## src/rtl/drsp_pkg.sv

```systemverilog
package drsp_pkg;

    // fixed field widths
    localparam int unsigned VALUE_W  = 32;
    localparam int unsigned COLUMN_W = 4;
    localparam int unsigned COUNT_W  = 5;
    localparam int unsigned INDEX_W  = 8;
    localparam int unsigned CFG_IDX_W = 1;

    // default limits
    localparam int unsigned MAX_COLS_DEF = 16;
    localparam int unsigned MAX_ROWS_DEF = 16;

    // reset values of the count registers
    localparam logic [COUNT_W-1:0] ROW_COUNT_RST    = 5'd4;
    localparam logic [COUNT_W-1:0] COLUMN_COUNT_RST = 5'd4;

    // register indexes
    typedef enum logic [CFG_IDX_W-1:0] {
        CFG_ROW_COUNT    = 1'b0,
        CFG_COLUMN_COUNT = 1'b1
    } t_cfg_idx;

    // control state
    typedef enum logic [1:0] {
        ST_FILL = 2'b01,
        ST_EMIT = 2'b10
    } t_state;

    // one row buffer entry
    typedef struct packed {
        logic [VALUE_W-1:0]  value;
        logic [COLUMN_W-1:0] column;
    } t_store_entry;

    // clamp a count register to 1..limit
    function automatic logic [COUNT_W-1:0] eff_count(
        input logic [COUNT_W-1:0] cnt,
        input logic [COUNT_W-1:0] limit
    );
        logic [COUNT_W-1:0] res;
        if (cnt == '0) begin
            res = 5'd1;
        end else if (cnt > limit) begin
            res = limit;
        end else begin
            res = cnt;
        end
        return res;
    endfunction

endpackage

```

## src/rtl/drsp_elem_if.sv

```systemverilog
interface drsp_elem_if;
    logic                                 valid;
    logic                                 ready;
    logic signed [drsp_pkg::VALUE_W-1:0]  element_value;

    modport source (output valid, output element_value, input ready);
    modport sink   (input valid, input element_value, output ready);
endinterface

```

## src/rtl/drsp_nz_if.sv

```systemverilog
interface drsp_nz_if;
    logic                                 valid;
    logic                                 ready;
    logic signed [drsp_pkg::VALUE_W-1:0]  nonzero_value;
    logic [drsp_pkg::COLUMN_W-1:0]        column_index;
    logic [drsp_pkg::COUNT_W-1:0]         row_length;
    logic [drsp_pkg::INDEX_W-1:0]         nonzero_index;
    logic                                 last_of_row;

    modport source (output valid, output nonzero_value, output column_index,
                    output row_length, output nonzero_index, output last_of_row,
                    input ready);
    modport sink   (input valid, input nonzero_value, input column_index,
                    input row_length, input nonzero_index, input last_of_row,
                    output ready);
endinterface

```

## src/rtl/drsp_row_buf.sv

```systemverilog
module drsp_row_buf #(
    parameter int unsigned DEPTH = drsp_pkg::MAX_COLS_DEF,
    parameter int unsigned AW    = (DEPTH > 1) ? $clog2(DEPTH) : 1
) (
    input  logic                   i_clk,
    input  logic                   i_we,
    input  logic [AW-1:0]          i_waddr,
    input  drsp_pkg::t_store_entry i_wdata,
    input  logic                   i_re,
    input  logic [AW-1:0]          i_raddr,
    output drsp_pkg::t_store_entry o_rdata
);

    drsp_pkg::t_store_entry r_mem [DEPTH];
    drsp_pkg::t_store_entry r_rdata;

    // write port
    always_ff @(posedge i_clk) begin
        if (i_we) begin
            r_mem[i_waddr] <= i_wdata;
        end
    end

    // registered read port, holds while not read
    always_ff @(posedge i_clk) begin
        if (i_re) begin
            r_rdata <= r_mem[i_raddr];
        end
    end

    assign o_rdata = r_rdata;

endmodule

```

## src/rtl/dense_row_to_sparse_packer.sv

```systemverilog
// channel   dir  beat payload                                             
// i_elem    in   element_value (s32)                                      
// o_nz      out  nonzero_value (s32), column_index (4), row_length (5),
//                nonzero_index (8), last_of_row (1)
// cfg       in   i_cfg_we, i_cfg_idx (0 row_count, 1 column_count), i_cfg_data (5)
//
// one element beat is taken per cycle while a row fills; after the last column
// a row with N nonzeros is read out of the row buffer, one entry per cycle while
// the output is not stalled, through the single read port of the buffer. intake
// resumes once the last read is issued.
// reset is synchronous, active low; no clearing pass. a stalled output beat
// holds in the output register and stops further reads.
module dense_row_to_sparse_packer #(
    parameter int unsigned MAX_COLS = drsp_pkg::MAX_COLS_DEF,
    parameter int unsigned MAX_ROWS = drsp_pkg::MAX_ROWS_DEF
) (
    input  logic                              i_clk,
    input  logic                              i_rst_n,
    drsp_elem_if.sink                         i_elem,
    drsp_nz_if.source                         o_nz,
    input  logic                              i_cfg_we,
    input  logic [drsp_pkg::CFG_IDX_W-1:0]    i_cfg_idx,
    input  logic [drsp_pkg::COUNT_W-1:0]      i_cfg_data
);

    localparam int unsigned AW = (MAX_COLS > 1) ? $clog2(MAX_COLS) : 1;
    localparam logic [drsp_pkg::COUNT_W-1:0] COL_LIM =
        (MAX_COLS > 31) ? 5'd31 : 5'(MAX_COLS);
    localparam logic [drsp_pkg::COUNT_W-1:0] ROW_LIM =
        (MAX_ROWS > 31) ? 5'd31 : 5'(MAX_ROWS);
    localparam logic [6:0] ROW_CAP = 7'(MAX_COLS);

    drsp_pkg::t_state               r_state, n_state;
    logic [drsp_pkg::COUNT_W-1:0]   r_row_count, r_col_count;
    logic [drsp_pkg::COUNT_W-1:0]   r_col_pos, n_col_pos;
    logic [drsp_pkg::COUNT_W-1:0]   r_row_pos, n_row_pos;
    logic [drsp_pkg::COUNT_W-1:0]   r_row_nz, n_row_nz;
    logic [drsp_pkg::INDEX_W-1:0]   r_mat_nz, n_mat_nz;
    logic [drsp_pkg::COUNT_W-1:0]   r_emit_len, n_emit_len;
    logic [drsp_pkg::INDEX_W-1:0]   r_emit_base, n_emit_base;
    logic [drsp_pkg::COUNT_W-1:0]   r_rd_idx, n_rd_idx;
    logic                           r_out_vld;
    logic [drsp_pkg::COUNT_W-1:0]   r_out_len;
    logic [drsp_pkg::INDEX_W-1:0]   r_out_idx;
    logic                           r_out_last;

    logic [drsp_pkg::COUNT_W-1:0]   cols_eff, rows_eff;
    logic                           in_fire, do_wr, last_col, last_row;
    logic                           out_free, issue, last_issue;
    logic [drsp_pkg::COUNT_W-1:0]   new_nz;
    drsp_pkg::t_store_entry         wr_entry, rd_entry;

    // effective counts
    assign cols_eff = drsp_pkg::eff_count(r_col_count, COL_LIM);
    assign rows_eff = drsp_pkg::eff_count(r_row_count, ROW_LIM);

    // intake side
    assign i_elem.ready = (r_state == drsp_pkg::ST_FILL);
    assign in_fire      = i_elem.valid && i_elem.ready;
    assign do_wr        = in_fire && (i_elem.element_value != '0)
                          && ({2'b00, r_row_nz} < ROW_CAP);
    assign new_nz       = r_row_nz + (do_wr ? 5'd1 : 5'd0);
    assign last_col     = ({1'b0, r_col_pos} + 6'd1) >= {1'b0, cols_eff};
    assign last_row     = ({1'b0, r_row_pos} + 6'd1) >= {1'b0, rows_eff};

    assign wr_entry.value  = i_elem.element_value;
    assign wr_entry.column = r_col_pos[drsp_pkg::COLUMN_W-1:0];

    // emit side: a read is issued when the output register frees up
    assign out_free   = !r_out_vld || o_nz.ready;
    assign issue      = (r_state == drsp_pkg::ST_EMIT) && out_free;
    assign last_issue = (r_rd_idx + 5'd1) == r_emit_len;

    // row buffer
    drsp_row_buf #(
        .DEPTH (MAX_COLS),
        .AW    (AW)
    ) u_row_buf (
        .i_clk   (i_clk),
        .i_we    (do_wr),
        .i_waddr (AW'(r_row_nz)),
        .i_wdata (wr_entry),
        .i_re    (issue),
        .i_raddr (AW'(r_rd_idx)),
        .o_rdata (rd_entry)
    );

    // next state of counters and sequencer
    always_comb begin
        n_state     = r_state;
        n_col_pos   = r_col_pos;
        n_row_pos   = r_row_pos;
        n_row_nz    = r_row_nz;
        n_mat_nz    = r_mat_nz;
        n_emit_len  = r_emit_len;
        n_emit_base = r_emit_base;
        n_rd_idx    = r_rd_idx;

        unique case (r_state)
            drsp_pkg::ST_FILL: begin
                if (in_fire) begin
                    if (last_col) begin
                        n_emit_len  = new_nz;
                        n_emit_base = r_mat_nz;
                        n_rd_idx    = '0;
                        n_row_nz    = '0;
                        n_col_pos   = '0;
                        if (last_row) begin
                            n_row_pos = '0;
                            n_mat_nz  = '0;
                        end else begin
                            n_row_pos = r_row_pos + 5'd1;
                            n_mat_nz  = r_mat_nz + 8'(new_nz);
                        end
                        if (new_nz != '0) begin
                            n_state = drsp_pkg::ST_EMIT;
                        end
                    end else begin
                        n_row_nz  = new_nz;
                        n_col_pos = r_col_pos + 5'd1;
                    end
                end
            end
            drsp_pkg::ST_EMIT: begin
                if (issue) begin
                    n_rd_idx = r_rd_idx + 5'd1;
                    if (last_issue) begin
                        n_state = drsp_pkg::ST_FILL;
                    end
                end
            end
            default: begin
                n_state = drsp_pkg::ST_FILL;
            end
        endcase

        // a register write restarts the matrix
        if (i_cfg_we) begin
            n_state   = drsp_pkg::ST_FILL;
            n_col_pos = '0;
            n_row_pos = '0;
            n_row_nz  = '0;
            n_mat_nz  = '0;
        end
    end

    // control registers
    always_ff @(posedge i_clk) begin
        if (!i_rst_n) begin
            r_state   <= drsp_pkg::ST_FILL;
            r_col_pos <= '0;
            r_row_pos <= '0;
            r_row_nz  <= '0;
            r_mat_nz  <= '0;
            r_rd_idx  <= '0;
        end else begin
            r_state   <= n_state;
            r_col_pos <= n_col_pos;
            r_row_pos <= n_row_pos;
            r_row_nz  <= n_row_nz;
            r_mat_nz  <= n_mat_nz;
            r_rd_idx  <= n_rd_idx;
        end
    end

    // row readout length and base
    always_ff @(posedge i_clk) begin
        r_emit_len  <= n_emit_len;
        r_emit_base <= n_emit_base;
    end

    // configuration registers
    always_ff @(posedge i_clk) begin
        if (!i_rst_n) begin
            r_row_count <= drsp_pkg::ROW_COUNT_RST;
            r_col_count <= drsp_pkg::COLUMN_COUNT_RST;
        end else if (i_cfg_we) begin
            unique case (drsp_pkg::t_cfg_idx'(i_cfg_idx))
                drsp_pkg::CFG_ROW_COUNT:    r_row_count <= i_cfg_data;
                drsp_pkg::CFG_COLUMN_COUNT: r_col_count <= i_cfg_data;
                default: begin
                end
            endcase
        end
    end

    // output beat valid
    always_ff @(posedge i_clk) begin
        if (!i_rst_n) begin
            r_out_vld <= 1'b0;
        end else if (issue) begin
            r_out_vld <= 1'b1;
        end else if (o_nz.ready) begin
            r_out_vld <= 1'b0;
        end
    end

    // output beat sideband, loaded alongside the buffer read
    always_ff @(posedge i_clk) begin
        if (issue) begin
            r_out_len  <= r_emit_len;
            r_out_idx  <= r_emit_base + 8'(r_rd_idx);
            r_out_last <= last_issue;
        end
    end

    assign o_nz.valid         = r_out_vld;
    assign o_nz.nonzero_value = rd_entry.value;
    assign o_nz.column_index  = rd_entry.column;
    assign o_nz.row_length    = r_out_len;
    assign o_nz.nonzero_index = r_out_idx;
    assign o_nz.last_of_row   = r_out_last;

endmodule
```

## src/flat_wrapper.sv

```systemverilog
// flat-port wrapper written by rule: the top's interface ports become plain ports
module dense_row_to_sparse_packer_flat 
#(
    parameter int unsigned MAX_COLS = drsp_pkg::MAX_COLS_DEF,
    parameter int unsigned MAX_ROWS = drsp_pkg::MAX_ROWS_DEF
)
  (i_clk, i_rst_n, i_cfg_we, i_cfg_idx, i_cfg_data, i_elem_valid, i_elem_element_value, i_elem_ready, o_nz_valid, o_nz_nonzero_value, o_nz_column_index, o_nz_row_length, o_nz_nonzero_index, o_nz_last_of_row, o_nz_ready);
  drsp_elem_if i_elem_i ();
  drsp_nz_if o_nz_i ();
  input  logic i_clk;
  input  logic i_rst_n;
  input  logic i_cfg_we;
  input  logic [drsp_pkg::CFG_IDX_W-1:0] i_cfg_idx;
  input  logic [drsp_pkg::COUNT_W-1:0] i_cfg_data;
  input wire logic [$bits(i_elem_i.valid)-1:0] i_elem_valid;
  input wire logic [$bits(i_elem_i.element_value)-1:0] i_elem_element_value;
  output wire logic [$bits(i_elem_i.ready)-1:0] i_elem_ready;
  output wire logic [$bits(o_nz_i.valid)-1:0] o_nz_valid;
  output wire logic [$bits(o_nz_i.nonzero_value)-1:0] o_nz_nonzero_value;
  output wire logic [$bits(o_nz_i.column_index)-1:0] o_nz_column_index;
  output wire logic [$bits(o_nz_i.row_length)-1:0] o_nz_row_length;
  output wire logic [$bits(o_nz_i.nonzero_index)-1:0] o_nz_nonzero_index;
  output wire logic [$bits(o_nz_i.last_of_row)-1:0] o_nz_last_of_row;
  input wire logic [$bits(o_nz_i.ready)-1:0] o_nz_ready;
  assign i_elem_i.valid = i_elem_valid;
  assign i_elem_i.element_value = i_elem_element_value;
  assign i_elem_ready = i_elem_i.ready;
  assign o_nz_valid = o_nz_i.valid;
  assign o_nz_nonzero_value = o_nz_i.nonzero_value;
  assign o_nz_column_index = o_nz_i.column_index;
  assign o_nz_row_length = o_nz_i.row_length;
  assign o_nz_nonzero_index = o_nz_i.nonzero_index;
  assign o_nz_last_of_row = o_nz_i.last_of_row;
  assign o_nz_i.ready = o_nz_ready;
  dense_row_to_sparse_packer #(.MAX_COLS(MAX_COLS), .MAX_ROWS(MAX_ROWS)) u_core (.i_clk(i_clk), .i_rst_n(i_rst_n), .i_elem(i_elem_i), .o_nz(o_nz_i), .i_cfg_we(i_cfg_we), .i_cfg_idx(i_cfg_idx), .i_cfg_data(i_cfg_data));
endmodule
```

## config.mk

```make
export PLATFORM = sky130hd
export DESIGN_NAME = dense_row_to_sparse_packer_flat
export DESIGN_NICKNAME = d
export VERILOG_FILES = /design/src/rtl/drsp_pkg.sv /design/src/rtl/drsp_elem_if.sv /design/src/rtl/drsp_nz_if.sv /design/src/rtl/drsp_row_buf.sv /design/src/rtl/dense_row_to_sparse_packer.sv /design/src/flat_wrapper.sv
export SDC_FILE = /design/constraint.sdc
export NUM_CORES = 1
export LEC_CHECK = 0
export ABC_AREA = 1
export BUFFER_PORTS_ARGS = -buffer_cell sky130_fd_sc_hd__buf_2
export CORE_UTILIZATION = 62
export CTS_CLUSTER_DIAMETER = 50
export DETAILED_ROUTE_END_ITERATION = 8
export GPL_ROUTABILITY_DRIVEN = 0
export PLACE_DENSITY_LB_ADDON = 0.12
export SYNTH_ARGS = -nofsm -noshare
export SYNTH_HDL_FRONTEND = slang
export SYNTH_SLANG_ARGS = --single-unit
```

## constraint.sdc

```tcl
create_clock -name i_clk -period 4.3 [get_ports i_clk]
set_input_delay 0.43 -clock i_clk [delete_from_list [all_inputs] [get_ports i_clk]]
set_output_delay 0.43 -clock i_clk [all_outputs]
set_load 0.005 [all_outputs]
```

==> reports/results.ini, run 1 <==
[status]
status=completed

[power]
power.density_nw_per_um2=454
ir_worst_vdd_uv=329
power_leakage_nw=10.2

[die]
dieArea_um2=44300
rows=75
core_area_um2=42400
chipWidth_um=210
ios=95
dieHeight_um=210
start_util=0.635

[cts]
cts_setup_buffers=0
hold_buffers=0
cts-root-buf=clkbuf_16
cts_tree=yes
clock_latency_ns=0.60
cts_sinks=680
cts_buffers=70
cts_max_path_buffers=3
clkTransAtPathRegs_ns=0.06
ctsResizeCount=0
htree_num_levels=3

[sta]
fmax_ghz=0.313
timing.final.max_slew_violations=0
min_period_ns=3.19
hold_slack_ns=0.0673
fin_tns_setup_ns=0
period_share=0.743
rsz0062_at_grt=false
finalHoldViolCount=0
maxSlewHeadroom=0.211
worst_clock_skew_ns=0.0185
setup_viol=0
worst_slew_pin_slew_ns=1.18

[run]
maxCapViolCount=0

[finish]
regArea_um2=20000
fillers=2841
final_util=0.714
syn2layout_area_growth_pct=12.5
multi_input_area_um2=6250
drive_gt1_frac=0.124
nNetsFinal=2181

[routing]
remaining_drc_errors=0
routed_via_density=6.23
wl_mm=63.5
antenna_left=0
vias=17100
detail_route.wl_per_cell_um=23.1
drt_iter0_drc=2037
first_pass_iters=5

[synth]
syn-mean-instance-area_um2=13.3
synth_edf_count=639
synth_cells=2031
yosysUniqueCellTypes=39
yosys_warnings=0
synthesis.nets=2101
synth-main-ff-cell=edfxtp_1
syn-cell-area_um2=26900
postSynth.asyncResetShare=0
synth_seq_area_share=0.743
synth_seq_cells=680

[global_routing]
grt_max_degree=169
antenna_found_initial=3
groute.usage.overall=0.292
gr-total-overflow=0
grt_pass1_wl_mm=96.1
grt_pass1_vias=16800

[setup_path]
reg2reg_slack_ns=1.16
rr_worst_depth=7
worstSetupEndpoint=u_core.r_mat_nz[6]$_SDFFE_PP0P_
worstSetupStartpoint=i_elem_element_value[8]
endpoint_kind=register
crit_path_start_kind=primary input
criticalPathCategory=in -> reg
cp.arrival_ns=3.67
crit_fanout=17
reg2reg_to=u_core.u_row_buf.o_rdata[22]$_DFFE_PP_
timing.rr.start=u_core.r_rd_idx[1]$_SDFFE_PN0P_
cp_data_required_time_ns=4.78

[place]
hpwl_mm=33.4
portBuffers=94

[worst_hold_path]
hp-class=in -> reg
hp-start=i_cfg_data[2]

layout make-up:
type | count | share of cell area
flip-flops and latches | 680 | 0.661
multi-input cells | 1165 | 0.206
repair buffers | 129 | 0.0279
well taps | 577 | 0.0238
diodes | 1 | 0.0000826
inverters | 65 | 0.00834
clock inverters | 38 | 0.00995
clock buffers | 92 | 0.0627
worst max-delay path, cell delays in order:
cell     delay (ns)
buf_2          0.20
nor4_1         0.52
nand2_1        0.19
nor2_1         0.13
nand2_1        0.18
nand2_1        0.11
nor2_1         0.04
ha_1           0.21
ha_1           0.36
inv_1          0.08
fa_1           0.41
o21ai_0        0.24
nand2_1        0.11
nand2_1        0.07
nand2_1        0.05
nor2_1         0.12
xor2_1         0.16
nor2_1         0.05
logic make-up (layout without fill, tap and decap cells):
kind of cell	count (synthesis)	count (layout)	synth area share
fa+ha+maj	27	27	0.0131
buf+inv	186	324	0.0293
flops	680	680	0.743
xor+xnor	17	17	0.00553
compound gates	528	528	0.119
other cells	0	1	0
simple gates	593	593	0.0897
cells in the mapped netlist, types with 3 or more instances:
library cell,number,area share
clkbuf_1,68,0.0095
dfxtp_1,41,0.030
buf_4,6,0.0017
o221ai_1,98,0.032
a211oi_1,5,0.0014
nand2_1,154,0.021
nand3_1,50,0.0093
buf_1,3,0.00042
a21oi_1,17,0.0032
nor2_2,3,0.00070
nor2_1,347,0.048
o22ai_1,46,0.011
clkbuf_2,3,0.00056
o21ai_1,25,0.0046
xnor2_1,7,0.0023
nand4_1,10,0.0023
inv_1,56,0.0078
nand3b_1,3,0.00084
nor3_1,3,0.00056
o21ai_0,287,0.053
nor4_1,8,0.0019
buf_2,39,0.0073
edfxtp_1,639,0.71
inv_2,9,0.0013
nand2_2,6,0.0014
xor2_1,10,0.0033
o211ai_1,46,0.013
ha_1,25,0.012
cells in the final DEF, fill, tap and decap left out, types with 4 or more instances in the layout:
master / count
buf_2: 94
xor2_1: 10
nor4_1: 8
clkinv_2: 10
clkinv_1: 16
inv_1: 56
nand2_2: 6
clkbuf_16: 73
buf_4: 26
nor2_1: 330
inv_2: 7
clkbuf_1: 19
dfxtp_1: 37
ha_1: 25
o22ai_1: 46
nor2_4: 18
xnor2_1: 7
o221ai_1: 98
bufinv_16: 4
o21ai_1: 25
nand2_1: 154
edfxtp_1: 639
o21ai_0: 287
inv_6: 5
nand4_1: 10
nand3_1: 50
o211ai_1: 46
a21oi_1: 17
a211oi_1: 5
buf_12: 9
metrics by stage:
step                power (mW)  std cells  area (µm²)  setup WS (ns)
floorplan                 7.83       2031       26900           1.19
global placement          8.07       2616       28100          0.560
detailed placement        8.08       2616       28100          0.488
CTS                       13.8       2746       30300           1.10
global route              14.1       2747       30300          0.753
finish                    13.8       2747       30300           1.11
state kept, by name, summed over array words and instances (netlist names), 8 cells and up:
name and cells:
u_core.u_row_buf.r_mem 576, u_core.u_row_buf.o_rdata 36, u_core.o_nz.nonzero_index 8, u_core.r_emit_base 8
u_core.r_mat_nz 8
power breakdown:
part | leakage (nW) | switching (mW) | internal, mW
combinational | 3.07 | 0.392 | 0.160
sequential | 6.05 | 0.0574 | 7.34
clock | 1.07 | 2.43 | 3.37
total | 10.2 | 2.88 | 10.9
per-layer routing:
| layer | part of all wire | track usage |
|---|---|---|
| met4 | 0.031 | 0.117 |
| met5 | 0.00047 | 0 |
| met2 | 0.48 | 0.469 |
| met1 | 0.41 | 0.399 |
| met3 | 0.077 | 0.0532 |
worst min path at each step:
stage / depth (start not counted) / slack, ns / endpoint
floorplan: 0 / 0.43 / u_core.r_emit_base[6]$_DFFE_PP_
global placement: 0 / 0.47 / u_core.r_emit_base[0]$_DFFE_PP_
detailed placement: 2 / 0.48 / u_core.r_mat_nz[3]$_SDFFE_PP0P_
CTS: 3 / 0.04 / u_core.r_col_count[2]$_SDFFE_PN1P_
finish: 3 / 0.07 / u_core.r_col_count[2]$_SDFFE_PN1P_
global route: 3 / 0.07 / u_core.r_col_count[2]$_SDFFE_PN1P_
(Power assumes the default switching activity.)
==> run 2, diff against run 1 <==
clock period = 3.2 ns   (was 4.3 ns; I/O delays follow)
==> reports/results.ini, run 2 (synthesized netlist as in run 1, its figures left out) <==
[status]
status=completed

[finish]
fillers=2814
multi_input_area_um2=6260
antenna_cells=0
final_cell_mix=edfxtp_1, nor2_1, o21ai_0
regArea_um2=20000
final_cells=2811
syn2layout_area_growth_pct=14.7
layout_commonest_cell=edfxtp_1
drive_gt1_frac=0.150
nNetsFinal=2256
largest_reg_flops=576
largest-register=u_core.u_row_buf.r_mem
fin_area_um2=30900

[sta]
worst_clock_skew_ns=0.0149
worst_slew_pin_slew_ns=0.867
finalHoldViolCount=0
fmax_ghz=0.344
timing.final.max_slew_violations=0
finalWorstSetupSlack_ns=0.297
maxSlewHeadroom=0.421
rsz0062_at_grt=false
period_share=0.907
setup_viol=0
min_period_ns=2.90

[run]
maxCapViolCount=0

[setup_path]
cp_data_required_time_ns=3.67
criticalPathCategory=in -> reg
cp.arrival_ns=3.37
crit_path_start_kind=primary input
endpoint_kind=register
rr_worst_depth=16
crit_fanout=4

[place]
dpl_cell_area_um2=28700
portBuffers=94
hpwl_mm=35.5
dpl_worst_slack_ns=-0.381
place_inst=2687

[cts]
clock_latency_ns=0.58
cts_setup_buffers=0
cts_sinks=680
cts_tree=yes
cts-root-buf=clkbuf_16
cts_buffers=69
cts_max_path_buffers=3
htree_num_levels=3
clkTransAtPathRegs_ns=0.06

[power]
power_leakage_nw=10.5
ir_worst_vdd_uv=428
power.density_nw_per_um2=592
power_mw=18.3

[global_routing]
gr-total-overflow=0
grt_max_degree=167
grt_pass1_vias=17200
groute.usage.overall=0.306
antenna_found_initial=1
grt_pass1_wl_mm=100

[die]
dieHeight_um=210
rows=75
start_util=0.635
ios=95
core_area_um2=42400
dieArea_um2=44300
chipWidth_um=210

[routing]
detail_route.wl_per_cell_um=23.6
wl_mm=66.4
routed_via_density=6.27
antenna_left=0
remaining_drc_errors=0
first_pass_iters=5
drt_iter0_drc=1804
vias=17600

[worst_hold_path]
hp-class=in -> reg
whs_path_depth=2

## run 2: changes by cell type in the layout (fill, tap and decap cells not counted), sizes merged
cell and delta:
buf +71, clkbuf -9, clkinv +2, diode -1, dlygate4sd3 +5, inv -4
## run 2: timing repair
item,CTS,global route
endpoints found under the hold margin,9,0
hold buffers,5,0
resized for setup,0,1
setup endpoints to repair,0,2
## run 2: where the power goes
part | leakage [nW] | switching (mW) | internal (mW) | total [mW]
sequential | 6.05 | 0.0497 | 9.86 | 9.91
clock | 1.02 | 3.17 | 4.36 | 7.53
combinational | 3.48 | 0.577 | 0.259 | 0.836
## run 2: worst paths after layout
kind	start	to	slack (ns)
max	i_elem_element_value[0]	u_core.r_mat_nz[6]$_SDFFE_PP0P_	0.30
min	i_rst_n	u_core.r_row_count[2]$_SDFFE_PN1P_	0.05
max reg2reg	u_core.r_col_pos[1]$_SDFFE_PP0P_	u_core.r_mat_nz[1]$_SDFFE_PP0P_	0.41
min reg2reg	u_core.r_mat_nz[2]$_SDFFE_PP0P_	u_core.r_emit_base[2]$_DFFE_PP_	0.48
## run 2: area by class of cell
class	count	share of cell area
sequential	680	0.648
multi-input combinational	1165	0.203
clock buffer	83	0.0590
timing repair buffer	205	0.0499
tap	577	0.0234
clock inverter	36	0.00871
inverter	65	0.00818
## run 2: critical path: stages
cell and delay, ns:
buf_2 0.16, nor4_2 0.49, nand2_1 0.17, nor2_1 0.13
nand2_1 0.15, nand2_1 0.09, nor2_1 0.05, ha_1 0.21
ha_1 0.23, xor2_1 0.17, ha_1 0.34, nand2_1 0.06
o21ai_0 0.21, nand2_1 0.11, nand2_1 0.08, nand2_1 0.05
nor2_1 0.12, xor2_1 0.16, nor2_1 0.05
## run 2: stage by stage
stage	util	setup TNS (ns)	hold slack (ns)
2_1_floorplan	-	0	0.419
3_3_place_gp	0.678	-1.16	0.473
3_5_place_dp	0.678	-1.54	0.470
4_1_cts	0.728	0	0.0222
5_1_grt	0.728	0	0.0247
6_report	0.728	0	0.0453
## run 2: per-layer routing
| layer | track usage | part of all wire | wire length [µm] | up-vias |
|---|---|---|---|---|
| met5 | 0 | 0.00023 | 15 | - |
| met4 | 0.126 | 0.033 | 2200 | 2 |
| met3 | 0.0498 | 0.085 | 5670 | 171 |
| met2 | 0.500 | 0.49 | 32200 | 836 |
| met1 | 0.413 | 0.40 | 26300 | 8690 |
| li1 | - | - | - | 7919 |
